<file path="src/rtl/affine_warp_nearest_sampler_defines.svh">
// assertion macros for the affine warp sampler
// the asserting module provides clk and arst_n
`ifndef AFFINE_WARP_NEAREST_SAMPLER_DEFINES_SVH
`define AFFINE_WARP_NEAREST_SAMPLER_DEFINES_SVH

// consequence must hold in the same cycle as the trigger
`define AWNS_ASSERT_IMPLY(label, trig, cons, msg) \
	label: assert property (@(posedge clk) disable iff (!arst_n) (trig) |-> (cons)) \
		else $error(msg);

// consequence must hold after the trigger, delayed by dly
`define AWNS_ASSERT_AFTER(label, trig, cons, dly, msg) \
	label: assert property (@(posedge clk) disable iff (!arst_n) (trig) |-> ##dly (cons)) \
		else $error(msg);

`endif

</file>
<file path="src/rtl/awns_pkg.sv">
package awns_pkg;

	// default frame store edge length
	localparam int FRAME_SIZE_DEF = 1024;

	// field widths
	localparam int COEF_W = 32;
	localparam int CDIM_W = 11;
	localparam int COORD_W = 10;
	localparam int CFG_IDX_W = 3;
	localparam int CFG_DATA_W = 32;

	// mapping datapath widths
	localparam int PROD_W = COEF_W + COORD_W + 1;
	localparam int SUM_W = PROD_W + 1;
	localparam int SX_W = SUM_W + 1;
	localparam int FRAC_W = 16;
	localparam int HALF_Q = 32768;
	localparam int Q_ONE = 65536;

	// signed width for load placement, covers frame sizes up to 4096
	localparam int PLACE_W = 16;

	// item function codes
	localparam logic FUNC_LOAD = 1'b0;
	localparam logic FUNC_SAMPLE = 1'b1;

	// reset values of the registers
	localparam logic [CDIM_W-1:0] DIM_RESET = 11'd1024;
	localparam logic signed [COEF_W-1:0] COEF_UNIT = 32'sd65536;
	localparam logic signed [COEF_W-1:0] COEF_ZERO = 32'sd0;

	// fixed colours
	localparam logic [7:0] BLANK_LEVEL = 8'd50;
	localparam logic [7:0] FILL_RED = 8'd200;
	localparam logic [7:0] FILL_OTHER = 8'd60;

	// register indexes
	typedef enum logic [CFG_IDX_W-1:0] {
		REG_SRC_WIDTH,
		REG_SRC_HEIGHT,
		REG_COEF_XX,
		REG_COEF_XY,
		REG_COEF_XT,
		REG_COEF_YX,
		REG_COEF_YY,
		REG_COEF_YT
	} cfg_reg_t;

	typedef struct packed {
		logic              func;
		logic [COORD_W-1:0] col;
		logic [COORD_W-1:0] row;
		logic [7:0]        red_in;
		logic [7:0]        green_in;
		logic [7:0]        blue_in;
		logic [7:0]        alpha_in;
	} item_t;

	typedef struct packed {
		logic [7:0] red_out;
		logic [7:0] green_out;
		logic [7:0] blue_out;
		logic [7:0] alpha_out;
		logic       in_range;
	} result_t;

	typedef struct packed {
		logic [7:0] alpha;
		logic [7:0] blue;
		logic [7:0] green;
		logic [7:0] red;
	} pixel_t;

	typedef struct packed {
		logic [CDIM_W-1:0]        src_width;
		logic [CDIM_W-1:0]        src_height;
		logic signed [COEF_W-1:0] coef_xx;
		logic signed [COEF_W-1:0] coef_xy;
		logic signed [COEF_W-1:0] coef_xt;
		logic signed [COEF_W-1:0] coef_yx;
		logic signed [COEF_W-1:0] coef_yy;
		logic signed [COEF_W-1:0] coef_yt;
	} cfg_t;

	// per-item control handed from the mapper to the store
	typedef struct packed {
		logic valid;
		logic load;
		logic hit;
	} ctl_t;

endpackage

</file>
<file path="src/rtl/awns_map.sv">
module awns_map import awns_pkg::*; #(
	parameter int FRAME_SIZE = FRAME_SIZE_DEF,
	localparam int IDX_W = $clog2(FRAME_SIZE)
) (
	input  logic             clk,
	input  logic             arst_n,
	input  logic             take,
	input  item_t            item,
	input  cfg_t             cfg,
	output ctl_t             ctl_s4,
	output logic [IDX_W-1:0] row_s4,
	output logic [IDX_W-1:0] col_s4,
	output pixel_t           pix_s4
);

	localparam logic signed [SX_W-1:0] SX_FLOOR = -SX_W'(Q_ONE);
	localparam logic signed [SX_W-1:0] SX_LIMIT = SX_W'(FRAME_SIZE) <<< FRAC_W;
	localparam logic signed [PLACE_W-1:0] PLACE_LIMIT = PLACE_W'(FRAME_SIZE);

	// centring offset, halved toward zero
	function automatic logic signed [PLACE_W-1:0] centre_off(input logic [CDIM_W-1:0] dim);
		logic signed [PLACE_W-1:0] diff;
		logic signed [PLACE_W-1:0] rnd;
		diff = $signed(PLACE_W'(FRAME_SIZE)) - $signed(PLACE_W'(dim));
		rnd = diff + $signed(PLACE_W'(diff[PLACE_W-1]));
		return rnd >>> 1;
	endfunction

	// load placement
	logic signed [PLACE_W-1:0] lrow;
	logic signed [PLACE_W-1:0] lcol;
	logic lok;

	// products
	logic signed [PROD_W-1:0] pxx;
	logic signed [PROD_W-1:0] pxy;
	logic signed [PROD_W-1:0] pyx;
	logic signed [PROD_W-1:0] pyy;

	// stage registers
	logic valid_s1, valid_s2, valid_s3, valid_s4;
	logic load_s1, load_s2, load_s3, load_s4;
	logic hit_s4;
	logic lok_s1, lok_s2, lok_s3;
	logic [IDX_W-1:0] lrow_s1, lrow_s2, lrow_s3;
	logic [IDX_W-1:0] lcol_s1, lcol_s2, lcol_s3;
	pixel_t pix_s1, pix_s2, pix_s3;
	logic signed [PROD_W-1:0] pxx_s1, pxy_s1, pyx_s1, pyy_s1;
	logic signed [SUM_W-1:0] sumx_s2, sumy_s2;
	logic signed [SX_W-1:0] sx_s3, sy_s3;

	// range check on the mapped point
	logic hitx, hity;
	logic [IDX_W-1:0] ix, iy;

	// placement of a loaded pixel in the store
	always_comb begin
		lrow = centre_off(cfg.src_height) + $signed(PLACE_W'(item.row));
		lcol = centre_off(cfg.src_width) + $signed(PLACE_W'(item.col));
		lok = !lrow[PLACE_W-1] && (lrow < PLACE_LIMIT)
			&& !lcol[PLACE_W-1] && (lcol < PLACE_LIMIT);
	end

	// matrix products
	always_comb begin
		pxx = cfg.coef_xx * $signed({1'b0, item.col});
		pxy = cfg.coef_xy * $signed({1'b0, item.row});
		pyx = cfg.coef_yx * $signed({1'b0, item.col});
		pyy = cfg.coef_yy * $signed({1'b0, item.row});
	end

	// valid bits
	always_ff @(posedge clk or negedge arst_n) begin
		if (!arst_n) begin
			valid_s1 <= 1'b0;
			valid_s2 <= 1'b0;
			valid_s3 <= 1'b0;
			valid_s4 <= 1'b0;
		end else begin
			valid_s1 <= take;
			valid_s2 <= valid_s1;
			valid_s3 <= valid_s2;
			valid_s4 <= valid_s3;
		end
	end

	// stage one: products and placement
	always_ff @(posedge clk) begin
		load_s1 <= (item.func == FUNC_LOAD);
		lok_s1 <= lok;
		lrow_s1 <= lrow[IDX_W-1:0];
		lcol_s1 <= lcol[IDX_W-1:0];
		pix_s1 <= '{alpha: item.alpha_in, blue: item.blue_in,
			green: item.green_in, red: item.red_in};
		pxx_s1 <= pxx;
		pxy_s1 <= pxy;
		pyx_s1 <= pyx;
		pyy_s1 <= pyy;
	end

	// stage two: sum the products
	always_ff @(posedge clk) begin
		load_s2 <= load_s1;
		lok_s2 <= lok_s1;
		lrow_s2 <= lrow_s1;
		lcol_s2 <= lcol_s1;
		pix_s2 <= pix_s1;
		sumx_s2 <= SUM_W'(pxx_s1) + SUM_W'(pxy_s1);
		sumy_s2 <= SUM_W'(pyx_s1) + SUM_W'(pyy_s1);
	end

	// stage three: add translation and one half
	always_ff @(posedge clk) begin
		load_s3 <= load_s2;
		lok_s3 <= lok_s2;
		lrow_s3 <= lrow_s2;
		lcol_s3 <= lcol_s2;
		pix_s3 <= pix_s2;
		sx_s3 <= SX_W'(sumx_s2) + SX_W'(cfg.coef_xt) + SX_W'(HALF_Q);
		sy_s3 <= SX_W'(sumy_s2) + SX_W'(cfg.coef_yt) + SX_W'(HALF_Q);
	end

	// truncate toward zero and test against the store
	always_comb begin
		hitx = (sx_s3 > SX_FLOOR) && (sx_s3 < SX_LIMIT);
		hity = (sy_s3 > SX_FLOOR) && (sy_s3 < SX_LIMIT);
		ix = (hitx && !sx_s3[SX_W-1]) ? sx_s3[FRAC_W +: IDX_W] : '0;
		iy = (hity && !sy_s3[SX_W-1]) ? sy_s3[FRAC_W +: IDX_W] : '0;
	end

	// stage four: pick load or sample address, out of range reads entry zero
	always_ff @(posedge clk) begin
		load_s4 <= load_s3;
		pix_s4 <= pix_s3;
		if (load_s3) begin
			hit_s4 <= lok_s3;
			row_s4 <= lok_s3 ? lrow_s3 : '0;
			col_s4 <= lok_s3 ? lcol_s3 : '0;
		end else begin
			hit_s4 <= hitx && hity;
			row_s4 <= (hitx && hity) ? iy : '0;
			col_s4 <= (hitx && hity) ? ix : '0;
		end
	end

	assign ctl_s4 = '{valid: valid_s4, load: load_s4, hit: hit_s4};

endmodule

</file>
<file path="config.mk">
export PLATFORM = sky130hd
export DESIGN_NAME = awns_map
export DESIGN_NICKNAME = d
export VERILOG_FILES = /design/src/rtl/affine_warp_nearest_sampler_defines.svh /design/src/rtl/awns_pkg.sv /design/src/rtl/awns_map.sv
export SDC_FILE = /design/constraint.sdc
export NUM_CORES = 2
export LEC_CHECK = 0
export ABC_AREA = 1
export BUFFER_PORTS_ARGS = -buffer_cell sky130_fd_sc_hd__buf_2
export CAP_MARGIN = 0
export CORE_ASPECT_RATIO = 0.75
export CORE_MARGIN = 4
export CORE_UTILIZATION = 50
export DETAILED_ROUTE_END_ITERATION = 16
export PLACE_DENSITY = 0.67
export SETUP_SLACK_MARGIN = 0.4
export SLEW_MARGIN = 20
export SYNTH_ARGS = -nofsm -noshare
export SYNTH_HDL_FRONTEND = slang
export SYNTH_SLANG_ARGS = --single-unit
</file>
<file path="constraint.sdc">
create_clock -name clk -period 3.31 [get_ports clk]
set_clock_uncertainty 0.05 [all_clocks]
set_input_delay 0.8275 -clock clk [delete_from_list [all_inputs] [get_ports clk]]
set_output_delay 0.8275 -clock clk [all_outputs]
set_load 0.05 [all_outputs]
</file>
==> results.py <==
metrics = {
    "run_status": {
        "status": "finished with violations",
        "violations": "negative setup slack",
    },
    "sta": {
        "finalCriticalPeriod_ns": 5.14,
        "setup_viol": 153,
        "rsz0062_at_grt": "yes",
        "tns_ns": -221.73,
        "fin_crit_sh": 1.55,
        "maxSlewHeadroom": 0.491,
        "worst_pin_slew_ns": 0.757,
        "fin_hold_ws_ns": 0.187,
        "hold_violations": 0,
        "finalWorstSetupSlack_ns": -1.83,
        "slew_violations": 0,
        "max_freq_mhz": 194,
    },
    "clock_network": {
        "numCtsBuffers": 60,
        "clk_pin_slew_ns": 0.07,
        "clock-sinks": 570,
        "cts_tree": "built",
        "insertion_delay_ns": 0.71,
        "cts_buffer_depth": 3,
        "cts_root_buf": "clkbuf_16",
        "htreeDepth": 2,
    },
    "floorplan": {
        "die_h_microns": 341,
        "io_pins": 325,
        "initial_utilization": 0.506,
        "rows": 121,
        "die_area_sq_um": 154000,
        "die_w_microns": 452,
        "core-area_sq_um": 146000,
    },
    "place": {
        "portBuffers": 324,
        "place_area_sq_um": 87900,
        "dp_hpwl_microns": 199000,
        "routabilityCongestion": 1.01,
    },
    "synth": {
        "syn_area_sq_um": 73800,
        "synth_top_family_by_area": "adder cells",
        "synth_xor_area_frac": 0.0434,
        "synth_seq_area_share": 0.155,
        "synth_compound_area_frac": 0.0771,
        "synth_common_cells": "inv_1 (2369), nand2_1 (2194), fa_1 (1098), ha_1 (656), nor2_1 (567)",
        "syn_inst": 9607,
        "syn_avg_cell_area_sq_um": 7.68,
        "synth-edff-count": 0,
        "synth_most_common_cell": "inv_1",
        "ys_types": 54,
        "yosysWarningCount": 0,
        "ys_ff_latch": 570,
        "yosys-top-cells-area": "fa_1 (30%), dfxtp_1 (15%), inv_1 (12%)",
        "async_flop_share": 0.00702,
        "synth-simple-area-share": 0.180,
        "synth_top_flop_cell": "dfxtp_1",
        "synth_nets": 11600,
        "synthMuxAreaShare": 0,
        "synthAdderAreaFrac": 0.409,
        "synth.largest_area_cell": "fa_1",
        "yosysTopAreaCellShare": 0.298,
    },
    "worst_setup_path": {
        "end_kind": "register",
        "critPathKind": "input pin to register",
        "start_kind": "input pin",
        "crit_arrival_ns": 5.70,
        "crit_fanout": 6,
        "cp.required_ns": 3.87,
    },
    "global_routing": {
        "grt_overflow_total": 0,
        "grt_start_max_net_pins": 39,
        "grt_use_met1": 0.437,
        "grt_usage": 0.320,
        "grt_use_met3": 0.0425,
        "grt_use_met2": 0.524,
        "antenna_found_initial": 14,
        "gr-max-usage-layer": "met2",
        "grt_pass1_vias": 70200,
        "grt_pass1_wl_microns": 389000,
    },
    "route": {
        "vias": 67900,
        "wl_per_cell_microns": 19.4,
        "postRouteAntennaNets": 0,
        "drc_errors": 0,
        "drt_iter0_drc": 5240,
        "first_pass_iters": 6,
        "vias_per_cell": 5.15,
        "wl_microns": 255000,
    },
    "final_layout": {
        "layout-drive-gt1-share": 0.292,
        "final_nets": 13200,
        "fin_area_sq_um": 99700,
        "area_growth_pct": 35.0,
    },
    "worst_hold_path": {
        "min_path_type": "input pin to register",
    },
    "run": {
        "max_cap_viol_count": 0,
    },
}
[critical path: stages]
cell	delay (ns)
buf_16	0.15
buf_16	0.15
buf_12	0.12
buf_8	0.13
nand2_2	0.09
fa_1	0.55
inv_2	0.05
fa_1	0.57
fa_2	0.46
fa_1	0.54
inv_1	0.05
fa_1	0.48
inv_2	0.05
ha_4	0.28
nand2_4	0.10
nor2_4	0.05
buf_4	0.13
buf_4	0.12
buf_4	0.12
a21o_1	0.22
a21oi_2	0.18
xnor2_2	0.09
buf_4	0.15
[layer usage]
metal | routed length [microns] | part of all wire | vias up
li1 | - | - | 31900
met1 | 109000 | 0.43 | 33100
met2 | 117000 | 0.46 | 2317
met3 | 17200 | 0.067 | 552
met4 | 11200 | 0.044 | 4
met5 | 27 | 0.00011 | -
[sequential cells by signal, summed over array words and instances (netlist names), 32 cells and up]
name	count
sx_s3	45
sy_s3	45
sumx_s2	44
sumy_s2	44
pxx_s1	43
pxy_s1	43
pyx_s1	43
pyy_s1	43
pix_s1	32
pix_s2	32
pix_s3	32
pix_s4	32
[layout make-up]
class / count / area (sq um)
inverters: 2373 / 8920
clock inverters: 38 / 494
fillers: 11400 / 46300
flip-flops and latches: 570 / 11400
well taps: 1968 / 2460
clock buffers: 75 / 1670
repair buffers: 1768 / 15300
diodes: 9 / 22.5
multi-input cells: 6380 / 59300
[final timing paths]
path / end / startpoint / depth (start not counted) / slack [ns]
min in group asynchronous: valid_s4 / arst_n / 2 / 0.45
setup reg to reg: sumx_s2[32] / pxx_s1[22] / 8 / 0.42
hold reg to reg: lrow_s2[5] / lrow_s1[5] / 0 / 0.21
max in group asynchronous: valid_s2 / arst_n / 2 / 2.63
hold / removal: pix_s1[19] / item[11] / 1 / 0.19
setup / recovery: pyx_s1[22] / item[48] / 23 / -1.83
[stage by stage]
| step | setup WS (ns) | std cells | utilization |
|---|---|---|---|
| after CTS | -1.70 | 13100 | 0.658 |
| after detailed placement | -2.64 | 12700 | 0.603 |
| after global routing | -1.95 | 13200 | 0.683 |
| after floorplan | -1.88 | 9607 | - |
| after global placement | -2.64 | 12700 | 0.603 |
| final | -1.83 | 13200 | 0.683 |
[cell usage in the layout (no fill, tap or decap), drive strengths merged, types with 2 or more instances in the layout]
cell type / synthesis / routed
a211oi: 11 / 11
a21boi: 22 / 22
a21o: 56 / 56
a21oi: 405 / 405
a31o: 2 / 2
a31oi: 100 / 100
and3: 21 / 21
buf: 130 / 1755
bufinv: 0 / 6
clkbuf: 154 / 86
clkinv: 0 / 19
dfrtp: 4 / 4
dfxtp: 566 / 566
diode: 0 / 9
fa: 1098 / 1098
ha: 656 / 656
inv: 2373 / 2385
nand2: 2208 / 2208
nand3: 242 / 242
nand3b: 8 / 8
nand4: 79 / 79
nor2: 588 / 588
nor3: 59 / 59
nor4: 52 / 52
o2111ai: 2 / 2
o211ai: 15 / 15
o21a: 15 / 15
o21ai: 294 / 294
o21bai: 62 / 62
o221ai: 7 / 7
or2: 8 / 8
xnor2: 115 / 115
xor2: 250 / 250
[kinds of logic after synthesis]
logic type                 Yosys count
and+or+nand+nor                   3268
buffers and inverters             2657
adders and majority gates         1754
AOI/OAI and AO/OA                  993
DFF                                570
xor gates and xnor gates           365
[what timing repair did]
item | CTS | global route
resized for setup | 868 | 722
buffers inserted | 179 | 98
cloned | 38 | 12
hold buffers | 1 | 0
hold endpoints to repair | 4 | 0
setup endpoints to repair | 161 | 170
pin swaps | 408 | 496
Power is left out: the tool's default activity adds up to more than one toggle a clock period on the data nets, which glitch-free logic cannot reach.
